### config.mk
export PLATFORM = sky130hd
export DESIGN_NAME = integer_to_ascii_radix_unit
export DESIGN_NICKNAME = d
export VERILOG_FILES = /design/src/rtl/core/iar_pkg.sv /design/src/rtl/core/iar_mag.sv /design/src/rtl/core/iar_digits.sv /design/src/rtl/core/integer_to_ascii_radix_unit.sv
export SDC_FILE = /design/constraint.sdc
export NUM_CORES = 1
export LEC_CHECK = 0
export BUFFER_PORTS_ARGS = -buffer_cell sky130_fd_sc_hd__buf_4
export CORE_AREA = 5 5 107 109
export CTS_CLUSTER_SIZE = 40
export DETAILED_ROUTE_END_ITERATION = 6
export DIE_AREA = 0 0 112 114
export PLACE_DENSITY = 0.79
export SLEW_MARGIN = 10
export SYNTH_ARGS = -nofsm -noshare
export SYNTH_HDL_FRONTEND = slang
export SYNTH_SLANG_ARGS = --single-unit
### constraint.sdc
create_clock -name clock -period 4.35 [get_ports clock]
set_clock_uncertainty 0.15 [all_clocks]
set_input_delay 0.6525 -clock clock [delete_from_list [all_inputs] [get_ports clock]]
set_output_delay 0.6525 -clock clock [all_outputs]
set_load 0.01 [all_outputs]
### src/rtl/core/iar_pkg.sv
// ----------------------------------------------------------------------------
// iar_pkg: shared definitions for the integer to ASCII radix unit
// Widths, digit counts, character codes, state and operation encodings.
// ----------------------------------------------------------------------------
package iar_pkg;

   // Converted width and the fixed width of the input value port.
   localparam int VALUE_BITS = 32;
   localparam int IN_BITS    = 32;

   // Digit counts of the widest value in each radix.
   localparam int DEC_DIGITS = ((VALUE_BITS * 1233) >> 12) + 1;
   localparam int OCT_DIGITS = (VALUE_BITS + 2) / 3;
   localparam int HEX_DIGITS = (VALUE_BITS + 3) / 4;

   localparam int MAX_DH     = (DEC_DIGITS > HEX_DIGITS) ? DEC_DIGITS : HEX_DIGITS;
   localparam int NSLOT      = (MAX_DH > OCT_DIGITS) ? MAX_DH : OCT_DIGITS;
   localparam int DEC_BASE   = NSLOT - DEC_DIGITS;

   localparam int STEP_W     = (VALUE_BITS > 1) ? $clog2(VALUE_BITS) : 1;
   localparam int REM_W      = $clog2(NSLOT + 1);

   // ASCII codes.
   localparam logic [7:0] CHAR_ZERO    = 8'h30;
   localparam logic [7:0] CHAR_NINE    = 8'h39;
   localparam logic [7:0] CHAR_UPPER_A = 8'h41;
   localparam logic [7:0] CHAR_UPPER_F = 8'h46;
   localparam logic [7:0] CHAR_MINUS   = 8'h2D;
   localparam logic [7:0] CHAR_X       = 8'h78;
   localparam logic [7:0] CHAR_O       = 8'h6F;

   typedef enum logic [1:0] {
      MODE_UDEC = 2'd0,
      MODE_SDEC = 2'd1,
      MODE_HEX  = 2'd2,
      MODE_OCT  = 2'd3
   } mode_type;

   typedef enum logic [2:0] {
      ST_IDLE,
      ST_SETUP,
      ST_NEG,
      ST_DABBLE,
      ST_SKIP,
      ST_PFX0,
      ST_PFX1,
      ST_DIG
   } state_type;

   typedef enum logic [1:0] {
      MAG_HOLD,
      MAG_LOAD,
      MAG_NEG,
      MAG_SHIFT
   } mag_op_type;

   typedef enum logic [2:0] {
      DIG_HOLD,
      DIG_LOAD_HEX,
      DIG_LOAD_OCT,
      DIG_CLEAR,
      DIG_DABBLE,
      DIG_SHIFT
   } dig_op_type;

   function automatic logic [7:0] digit_char(input logic [3:0] digit);
      if (digit < 4'd10) begin
         return CHAR_ZERO + {4'd0, digit};
      end
      return CHAR_UPPER_A + {4'd0, digit} - 8'd10;
   endfunction

endpackage

### src/rtl/core/iar_mag.sv
// ----------------------------------------------------------------------------
// iar_mag: magnitude shift register
// Loads the value, forms the two's complement one bit per cycle and
// shifts the magnitude out most significant bit first.
// ----------------------------------------------------------------------------
module iar_mag
   import iar_pkg::*;
(
   input  logic                  clock,
   input  mag_op_type            mag_op,
   input  logic [IN_BITS-1:0]    load_value,
   output logic [VALUE_BITS-1:0] mag_bits,
   output logic                  mag_msb
);

   logic [VALUE_BITS-1:0] mag_ff, mag_in;
   logic                  seen_ff, seen_in;
   logic [VALUE_BITS-1:0] load_ext;

   always_comb begin
      for (int i = 0; i < VALUE_BITS; i++) begin
         load_ext[i] = (i < IN_BITS) ? load_value[i] : 1'b0;
      end
   end

   // Serial negate: keep bits up to the first one, invert the rest.
   always_comb begin
      mag_in  = mag_ff;
      seen_in = seen_ff;
      case (mag_op)
         MAG_LOAD: begin
            mag_in  = load_ext;
            seen_in = 1'b0;
         end
         MAG_NEG: begin
            mag_in  = {mag_ff[0] ^ seen_ff, mag_ff[VALUE_BITS-1:1]};
            seen_in = seen_ff | mag_ff[0];
         end
         MAG_SHIFT: begin
            mag_in = {mag_ff[VALUE_BITS-2:0], 1'b0};
         end
         default: begin
            mag_in = mag_ff;
         end
      endcase
   end

   always_ff @(posedge clock) begin
      mag_ff  <= mag_in;
      seen_ff <= seen_in;
   end

   assign mag_bits = mag_ff;
   assign mag_msb  = mag_ff[VALUE_BITS-1];

endmodule

### src/rtl/core/iar_digits.sv
// ----------------------------------------------------------------------------
// iar_digits: digit register
// Holds the digits top aligned; builds decimal digits by shift-and-add-3,
// loads hex and octal digits directly, and shifts digits out from the top.
// ----------------------------------------------------------------------------
module iar_digits
   import iar_pkg::*;
(
   input  logic                  clock,
   input  dig_op_type            dig_op,
   input  logic [VALUE_BITS-1:0] load_bits,
   input  logic                  serial_bit,
   output logic [3:0]            top_digit
);

   logic [3:0] slot_ff [NSLOT];
   logic [3:0] slot_in [NSLOT];
   logic [3:0] corr    [NSLOT];
   logic [3:0] hex_load[NSLOT];
   logic [3:0] oct_load[NSLOT];

   always_comb begin
      int k;
      int pos;
      for (int s = 0; s < NSLOT; s++) begin
         corr[s] = (slot_ff[s] >= 4'd5) ? slot_ff[s] + 4'd3 : slot_ff[s];
         k = NSLOT - 1 - s;
         for (int b = 0; b < 4; b++) begin
            hex_load[s][b] = 1'b0;
            oct_load[s][b] = 1'b0;
            if (k < HEX_DIGITS) begin
               pos = (HEX_DIGITS - 1 - k) * 4 + b;
               if (pos < VALUE_BITS) begin
                  hex_load[s][b] = load_bits[pos];
               end
            end
            if (k < OCT_DIGITS && b < 3) begin
               pos = (OCT_DIGITS - 1 - k) * 3 + b;
               if (pos < VALUE_BITS) begin
                  oct_load[s][b] = load_bits[pos];
               end
            end
         end
      end
   end

   always_comb begin
      for (int s = 0; s < NSLOT; s++) begin
         slot_in[s] = slot_ff[s];
      end
      case (dig_op)
         DIG_LOAD_HEX: begin
            for (int s = 0; s < NSLOT; s++) begin
               slot_in[s] = hex_load[s];
            end
         end
         DIG_LOAD_OCT: begin
            for (int s = 0; s < NSLOT; s++) begin
               slot_in[s] = oct_load[s];
            end
         end
         DIG_CLEAR: begin
            for (int s = 0; s < NSLOT; s++) begin
               slot_in[s] = 4'd0;
            end
         end
         DIG_DABBLE: begin
            // correct every BCD digit, then shift the next bit in at the base
            for (int s = 0; s < NSLOT; s++) begin
               if (s == DEC_BASE) begin
                  slot_in[s] = {corr[s][2:0], serial_bit};
               end else if (s > DEC_BASE) begin
                  slot_in[s] = {corr[s][2:0], corr[s-1][3]};
               end
            end
         end
         DIG_SHIFT: begin
            for (int s = NSLOT - 1; s > 0; s--) begin
               slot_in[s] = slot_ff[s-1];
            end
            slot_in[0] = 4'd0;
         end
         default: begin
            for (int s = 0; s < NSLOT; s++) begin
               slot_in[s] = slot_ff[s];
            end
         end
      endcase
   end

   always_ff @(posedge clock) begin
      for (int s = 0; s < NSLOT; s++) begin
         slot_ff[s] <= slot_in[s];
      end
   end

   assign top_digit = slot_ff[NSLOT-1];

endmodule

### src/rtl/core/integer_to_ascii_radix_unit.sv
// ----------------------------------------------------------------------------
// integer_to_ascii_radix_unit: binary to ASCII text converter
// Turns one number into its decimal, signed decimal, hex or octal text,
// one character per result beat, most significant digit first.
// ----------------------------------------------------------------------------
// The unit takes one number at a time: req_stall stays high from the beat
// after acceptance until the final character has been handed to the output
// register. Mode 0 prints unsigned decimal, mode 1 signed decimal with a
// leading '-', mode 2 hex as "0x" plus upper-case digits and mode 3 octal as
// "0o" plus digits; zero prints a single '0' digit. rsp_last marks the final
// character. Decimal digits come out of a bit-serial shift-and-add-3
// converter that takes one magnitude bit per cycle, after a negative
// value has been negated serially; hex and octal digits load directly.
// Leading zeros are then suppressed one per cycle, keeping at least one
// digit, before the characters go out. Output back-pressure holds the
// unit; one result waits in the output register while the next character
// is prepared.
// ----------------------------------------------------------------------------
module integer_to_ascii_radix_unit
   import iar_pkg::*;
(
   input  logic         clock,
   input  logic         reset,

   input  logic         req_valid,
   output logic         req_stall,
   input  logic [1:0]   req_action,
   input  logic [31:0]  req_value,

   output logic         rsp_valid,
   input  logic         rsp_stall,
   output logic [7:0]   rsp_char_out,
   output logic         rsp_last
);

   state_type            state_ff, state_in;
   mode_type             mode_ff, mode_in;
   logic                 neg_ff, neg_in;
   logic [STEP_W-1:0]    step_ff, step_in;
   logic [REM_W-1:0]     rem_ff, rem_in;

   logic                 rsp_valid_ff, rsp_valid_in;
   logic [7:0]           rsp_char_ff, rsp_char_in;
   logic                 rsp_last_ff, rsp_last_in;

   mag_op_type           mag_op;
   dig_op_type           dig_op;
   logic [VALUE_BITS-1:0] mag_bits;
   logic                 mag_msb;
   logic [3:0]           top_digit;

   logic                 out_free;
   logic                 emit;
   logic [7:0]           emit_char;
   logic                 emit_last;
   logic                 radix_mode;
   logic                 more_zeros;

   iar_mag u_mag (
      .clock      (clock),
      .mag_op     (mag_op),
      .load_value (req_value),
      .mag_bits   (mag_bits),
      .mag_msb    (mag_msb)
   );

   iar_digits u_digits (
      .clock      (clock),
      .dig_op     (dig_op),
      .load_bits  (mag_bits),
      .serial_bit (mag_msb),
      .top_digit  (top_digit)
   );

   // Output register frees up when empty or when its beat is taken.
   assign out_free   = !rsp_valid_ff || !rsp_stall;
   assign radix_mode = (mode_ff == MODE_HEX) || (mode_ff == MODE_OCT);
   assign more_zeros = (top_digit == 4'd0) && (rem_ff > REM_W'(1));

   // Next state.
   always_comb begin
      state_in = state_ff;
      case (state_ff)
         ST_IDLE: begin
            if (req_valid) begin
               state_in = ST_SETUP;
            end
         end
         ST_SETUP: begin
            case (mode_ff)
               MODE_HEX, MODE_OCT: state_in = ST_SKIP;
               MODE_SDEC:          state_in = mag_msb ? ST_NEG : ST_DABBLE;
               default:            state_in = ST_DABBLE;
            endcase
         end
         ST_NEG: begin
            if (step_ff == '0) begin
               state_in = ST_DABBLE;
            end
         end
         ST_DABBLE: begin
            if (step_ff == '0) begin
               state_in = ST_SKIP;
            end
         end
         ST_SKIP: begin
            if (!more_zeros) begin
               state_in = (radix_mode || neg_ff) ? ST_PFX0 : ST_DIG;
            end
         end
         ST_PFX0: begin
            if (out_free) begin
               state_in = radix_mode ? ST_PFX1 : ST_DIG;
            end
         end
         ST_PFX1: begin
            if (out_free) begin
               state_in = ST_DIG;
            end
         end
         ST_DIG: begin
            if (out_free && rem_ff == REM_W'(1)) begin
               state_in = ST_IDLE;
            end
         end
         default: begin
            state_in = ST_IDLE;
         end
      endcase
   end

   // Datapath control per state.
   always_comb begin
      mag_op    = MAG_HOLD;
      dig_op    = DIG_HOLD;
      mode_in   = mode_ff;
      neg_in    = neg_ff;
      step_in   = step_ff;
      rem_in    = rem_ff;
      emit      = 1'b0;
      emit_char = CHAR_ZERO;
      emit_last = 1'b0;
      case (state_ff)
         ST_IDLE: begin
            if (req_valid) begin
               mag_op  = MAG_LOAD;
               mode_in = mode_type'(req_action);
               neg_in  = 1'b0;
            end
         end
         ST_SETUP: begin
            step_in = STEP_W'(VALUE_BITS - 1);
            case (mode_ff)
               MODE_HEX: begin
                  dig_op = DIG_LOAD_HEX;
                  rem_in = REM_W'(HEX_DIGITS);
               end
               MODE_OCT: begin
                  dig_op = DIG_LOAD_OCT;
                  rem_in = REM_W'(OCT_DIGITS);
               end
               default: begin
                  dig_op = DIG_CLEAR;
                  rem_in = REM_W'(DEC_DIGITS);
                  neg_in = (mode_ff == MODE_SDEC) && mag_msb;
               end
            endcase
         end
         ST_NEG: begin
            mag_op  = MAG_NEG;
            step_in = (step_ff == '0) ? STEP_W'(VALUE_BITS - 1) : step_ff - 1'b1;
         end
         ST_DABBLE: begin
            mag_op  = MAG_SHIFT;
            dig_op  = DIG_DABBLE;
            step_in = step_ff - 1'b1;
         end
         ST_SKIP: begin
            // drop one leading zero per cycle, keep at least one digit
            if (more_zeros) begin
               dig_op = DIG_SHIFT;
               rem_in = rem_ff - 1'b1;
            end
         end
         ST_PFX0: begin
            emit      = 1'b1;
            emit_char = radix_mode ? CHAR_ZERO : CHAR_MINUS;
         end
         ST_PFX1: begin
            emit      = 1'b1;
            emit_char = (mode_ff == MODE_HEX) ? CHAR_X : CHAR_O;
         end
         ST_DIG: begin
            emit      = 1'b1;
            emit_char = digit_char(top_digit);
            emit_last = (rem_ff == REM_W'(1));
            if (out_free) begin
               dig_op = DIG_SHIFT;
               rem_in = rem_ff - 1'b1;
            end
         end
         default: begin
            emit = 1'b0;
         end
      endcase
   end

   // Output register: advance when free, hold while stalled.
   always_comb begin
      rsp_valid_in = rsp_valid_ff;
      rsp_char_in  = rsp_char_ff;
      rsp_last_in  = rsp_last_ff;
      if (out_free) begin
         rsp_valid_in = emit;
         rsp_char_in  = emit_char;
         rsp_last_in  = emit_last;
      end
   end

   always_ff @(posedge clock) begin
      if (reset) begin
         state_ff     <= ST_IDLE;
         rsp_valid_ff <= 1'b0;
      end else begin
         state_ff     <= state_in;
         rsp_valid_ff <= rsp_valid_in;
      end
   end

   always_ff @(posedge clock) begin
      mode_ff     <= mode_in;
      neg_ff      <= neg_in;
      step_ff     <= step_in;
      rem_ff      <= rem_in;
      rsp_char_ff <= rsp_char_in;
      rsp_last_ff <= rsp_last_in;
   end

   assign req_stall    = (state_ff != ST_IDLE);
   assign rsp_valid    = rsp_valid_ff;
   assign rsp_char_out = rsp_char_ff;
   assign rsp_last     = rsp_last_ff;

endmodule

# After elaboration in Yosys (flattened, before gate mapping)
# Memories as Yosys holds them, arrays and structs flattened.
# Cells that the tools add are included.
[word_totals]
input_bits = 38
elab_cells = 142
output_inout_bits = 11
regBits = 58
mem_count = 1
mem_bits_rw = 44
[op_classes]
magnitude_cmp = 12
n_mux = 49
n_eq_ne = 29
n_reduce_logical = 24
n_bitwise = 2
addsub = 15
[memory_table]
columns = ["name", "words", "width", "read_ports", "rd_clocked_by_memory_dff", "write_ports", "line", "source"]
rows = [
  ["u_digits.slot_ff", 11, 4, 11, 0, 11, "iar_digits.sv:16", "logic [3:0] slot_ff [NSLOT];"],
]
[op_table]
columns = ["op", "count"]
rows = [
  ["case mux 40 bit (5 select lines)", 1],
  ["case mux 32 bit (3 select lines)", 1],
  ["two-way mux 4 bit", 11],
  ["greater-or-equal comparator 4 x 3 -> 1 bit, second input constant", 10],
  ["adder 4 x 2 -> 4 bit, second input constant", 9],
  ["two-way mux 3 bit", 10],
  ["case mux 3 bit (8 select lines)", 1],
  ["case mux 8 bit (3 select lines)", 1],
  ["inequality test 2 bit, second input constant", 10],
  ["== test 3 bit, second input constant", 6],
  ["two-way mux 8 bit", 2],
  ["two-way mux 5 bit", 3],
  ["case mux 5 bit (3 select lines)", 1],
  ["== test 3 x 2 -> 1 bit, second input constant", 4],
  ["case mux 3 bit (4 select lines)", 1],
  ["case mux 4 bit (3 select lines)", 1],
  ["nonzero test 3 bit", 4],
  ["adder 7 x 4 -> 8 bit, first input constant", 1],
  ["== test 2 bit, second input constant", 4],
  ["two-way mux 1 bit", 8],
  ["case mux 2 bit (2 select lines)", 2],
  ["case mux 4 bit (2 select lines)", 1],
  ["subtractor 8 x 4 -> 8 bit, second input constant", 1],
  ["adder 6 x 4 -> 7 bit, first input constant", 1],
  ["other kinds (26)", 37],
]

# Logic depth before layout (Yosys ltp)
# An unclocked memory read counts as a cell.
[logic_depth]
ltp_word = 8
ltp_mapped = 11
depth_no_buf = 8

# Hierarchy
# Synthesis repeated with hierarchy kept, for this count alone.
[unflattened]
hier_cells = 687
area_unflattened_um2 = 6850.3
[by_module_without_submodules]
columns = ["mod", "seq_area_each_um2", "area_each_um2", "cells_per_inst", "instances"]
rows = [
  ["iar_digits", 1291.2, 3308.2, 351, 1],
  ["iar_mag", 991.0, 2089.5, 187, 1],
  ["integer_to_ascii_radix_unit", 680.7, 1452.6, 149, 1],
]

# Worst setup path after synthesis
# OpenSTA, ideal clock, no wires.
[synth_timing]
path_type = "register to register"
start = "memory u_digits.slot_ff[10][1]"
end = "memory u_digits.slot_ff[10][0], enable pin"
setup_slack_ps = 1517
arrival_time_ps = 2280
period_less_slack_ps = 2833
required_time_ps = 3796
path_stages_with_launch = 8
setup_time_ps = 404
n_path_buf = 1
cell_sequence = "edfxtp_1 inv_1 ha_1 and4bb_2 o311ai_4 o21a_1 buf_2 nand2b_1"
[synth_rtl]
columns = ["element", "line"]
rows = [
  ["from (decl)", "iar_digits.sv:16"],
]

# Worst setup path after layout
[layout_timing]
start = "register state_ff[1]"
end = "register u_mag.mag_ff[28], in the netlist u_mag.mag_bits[28], data pin"
[layout_via]
elab_chain_cells = 4
word_cells_on_any_way = 8
classes_between = "eq/ne: 5; mux: 2; reduce/logical: 1"
[layout_rtl]
columns = ["element", "line", "source"]
rows = [
  ["from (decl)", "integer_to_ascii_radix_unit.sv:36", "state_type state_ff, state_in;"],
  ["from (signal assigned)", "integer_to_ascii_radix_unit.sv:225", "state_ff <= state_in;"],
  ["== test 3 x 2 -> 1 bit or zero test 3 bit (tied branches)", "integer_to_ascii_radix_unit.sv:143", "case (state_ff)"],
  ["case mux 2 bit (3 select lines) *", "integer_to_ascii_radix_unit.sv:143", ""],
  ["== test 2 bit or == test 2 x 1 -> 1 bit (tied branches)", "iar_mag.sv:30", "case (mag_op)"],
  ["case mux 32 bit (3 select lines) *", "iar_mag.sv:30", ""],
  ["named net u_mag.mag_in[28]", "iar_mag.sv:16", "logic [VALUE_BITS-1:0] mag_ff, mag_in;"],
  ["to (signal assigned)", "iar_mag.sv:49", "mag_ff <= mag_in;"],
  ["to (decl)", "iar_mag.sv:16", ""],
]
# The timed path passes the listed nets; every way through them passes the cells marked *.
# A chain may end at the register's enable or synchronous reset.

==> flow_summary.ini <==
[setup_path]
worst-setup-path-type = reg2reg
rrSetupSlack_ns = 1.13
crit_slowest_cell = ha_1
cp-end-kind = flip-flop
critPathBufInv = 1
r2r_start = state_ff[1]$_SDFFE_PP0P_
r2r_end = u_mag.mag_bits[28]$_DFFE_PP_
critPathTopFamily = adder cells
worstPathRequired_ns = 4.41
startpoint_type = flip-flop
crit_chain = nor2b_2 -> buf_4 -> ha_1 -> a221oi_1 -> nor2_1
slowest_delay_ns = 0.93
cp_max_fo = 31
arrival_ns = 3.28
reg2reg_depth = 5

[floorplanning]
die-area_sq_mm = 0.01277
die_h_microns = 114
coreArea_sq_mm = 0.01051
io_pins = 49
rows = 38
start_util_pct = 57.75
die_x_microns = 112

[placed_design]
dp_hpwl_microns = 10220
port_buffers = 47
routabilityCongestion = 0.8590

[power_and_ir_drop]
switching_share_pct = 41.51
intPower_w = 0.002814
p_switching_w = 0.001997
clockPowerShare_pct = 13.4
finalPower_w = 0.004811
seq_power_share_pct = 45.8
leakage_nw = 2.592
ir_drop_mv = 0.3016
combPwrFrac_pct = 40.8
p_per_area_mw_per_mm2 = 716.7

[yosys]
syn_nets = 688
netlist.area_leader.share_pct = 47.51
synth-simple-area-share_pct = 18.70
synth_top_cell_by_area = edfxtp_1
synth.avg_cell_area_sq_um = 9.756
yosysWarnings = 0
synth_seq_cells = 100
synth_top_family_by_area = simple AND/OR/NAND/NOR gates
ys_seq_area_share_pct = 48.82
synth-async-reset-ratio_pct = 0
yosys.area_share.adder_pct = 5.773
synthFlopType = edfxtp_1
synthTopCellsByArea = edfxtp_1, ha_1, a221oi_1, nor2_1, nand2_1
synth-edff-count = 96
yosysUniqueCellTypes = 51
synthMuxAreaShare_pct = 1.485
syn_area_sq_mm = 0.006068
syn_inst = 622
synth_compound_area_share_pct = 17.40
synth_xor_area_share_pct = 2.742

[timing]
rsz0062_at_grt = false
max-slew-margin-rel_pct = 20.84
hold_viol = 0
post-route-min-period_ns = 3.219
hold_ws_ns = 0.3213
drv_slew = 0
fmax_mhz = 310.7
finalSetupTns_ns = 0
tightest_slew_ns = 1.187
finalSetupViolCount = 0
fin_crit_sh_pct = 74.00

[run]
drv_cap = 0

[clock_tree]
hold_buffers = 0
cts_tree = built
htree_levels = 3
clock_latency_ns = 0.36
post-cts-setup-buffers = 0
clkSinkCount = 100
cts_resized = 0
cts_buffers = 9
clk_pin_slew_ns = 0.09
cts-root-buf = clkbuf_8
clock_path_buffers = 2

[route]
drtIter0Drc = 605
drtPass1Iterations = 5
route.detailed.drc = 0
num_vias = 4960
vias_per_cell = 6.247
wl_microns = 14730
antenna_left = 0
wire_per_inst_microns = 18.55

[grt]
grt_max_degree = 48
grt_pass1_vias = 4789
track_usage_pct = 23.21
grt_pass1_wl_microns = 23860
antenna_found_initial = 0
grt-ovfl-total = 0

[final_layout]
final_nets = 715
final_common_cell = edfxtp_1
n_antenna_cell = 0
layout-drive-gt1-share_pct = 12.69
area_growth_pct = 10.62
mostFrequentLayoutCells = edfxtp_1, nor2_1, buf_4

[hold_path]
hp-class = in2reg
min_from = req_action[1]
hold_end = mode_ff[1]$_DFFE_PP_
whs_path_depth = 1

[status]
status = finished, final reports clean
## cell usage after synthesis (2+ instances only)
cell,instances
and2_1,4
nor3_1,9
ha_1,28
dfxtp_1,4
nor2_1,85
o221ai_1,3
o21a_1,2
or2_2,3
clkbuf_1,26
a222oi_1,4
xor2_1,5
nand4_1,2
and3_1,3
nand2b_1,21
edfxtp_1,96
o21ai_0,29
nand2_1,53
mux2i_1,9
nor3b_1,10
nor2b_1,7
a21oi_1,30
inv_1,35
buf_2,11
a22oi_1,15
xnor2_1,14
o211ai_1,16
a221oi_1,37
nand3_1,38
## layout make-up
class                   count  area (sq um)
clock inverters             5         77.57
clock buffers              11         131.4
fillers                   815          3795
well taps                 140         175.2
repair buffers             56         420.4
inverters                  36         135.1
multi-input cells         446          2810
flip-flops and latches    100          2963
## kinds of logic after synthesis
family | after synthesis
AO/OA/AOI/OAI | 148
XOR/XNOR | 19
adder cells (fa/ha/maj) | 28
buffers and inverters | 76
flip-flops | 100
multiplexers | 9
other | 1
AND/OR/NAND/NOR | 241
## power groups by stage
stage | clock network [W] | registers (W) | logic, W
3_5_place_dp | 0 | 0.00221 | 0.00194
4_1_cts | 0.000645 | 0.00219 | 0.00196
6_report | 0.000643 | 0.00221 | 0.00196
2_1_floorplan | 0 | 0.00201 | 0.00155
3_3_place_gp | 0 | 0.00219 | 0.00185
5_1_grt | 0.000687 | 0.00225 | 0.00221
## worst max path at each step
stage                                           start                                 to  slack, ns  depth (start not counted)
floorplan           u_digits.slot_ff[10][1]$_DFFE_PP_  u_digits.slot_ff[10][0]$_DFFE_PP_       1.52                          7
global placement             state_ff[1]$_SDFFE_PP0P_        u_mag.mag_bits[1]$_DFFE_PP_       1.35                          5
detailed placement           state_ff[1]$_SDFFE_PP0P_       u_mag.mag_bits[28]$_DFFE_PP_       1.23                          5
CTS                          state_ff[1]$_SDFFE_PP0P_       u_mag.mag_bits[28]$_DFFE_PP_       1.19                          5
global route                 state_ff[1]$_SDFFE_PP0P_       u_mag.mag_bits[28]$_DFFE_PP_       0.84                          5
finish                       state_ff[1]$_SDFFE_PP0P_       u_mag.mag_bits[28]$_DFFE_PP_       1.13                          5
## through the flow
| step | instance area [sq um] | worst slack, ns | std cells | util [%] |
|---|---|---|---|---|
| final | 6713 | 1.131 | 794 | 63.88 |
| after CTS | 6713 | 1.194 | 794 | 63.88 |
| after global routing | 6713 | 0.8360 | 794 | 63.88 |
| after detailed placement | 6504 | 1.226 | 778 | 61.90 |
| after floorplan | 6068 | 1.517 | 622 | - |
| after global placement | 6504 | 1.350 | 778 | 61.90 |
## flip-flops by register name (all words and copies together) (netlist names)
signal	count
state_ff	3
neg_ff	1
u_mag.mag_bits	32
rsp_char_out	7
step_ff	5
rem_ff	4
u_digits.slot_ff	43
mode_ff	2
rsp_valid	1
u_mag.seen_ff	1
rsp_last	1
## per-layer routing
layer / vias up / wire length (microns) / global-route usage, %
met1: 2347 / 6119 / 31.72
met4: 0 / 293 / 7.292
met5: - / 0 / 0
met3: 23 / 1212 / 2.918
li1: 2342 / - / -
met2: 248 / 7103 / 39.01
(Power assumes the default switching activity.)
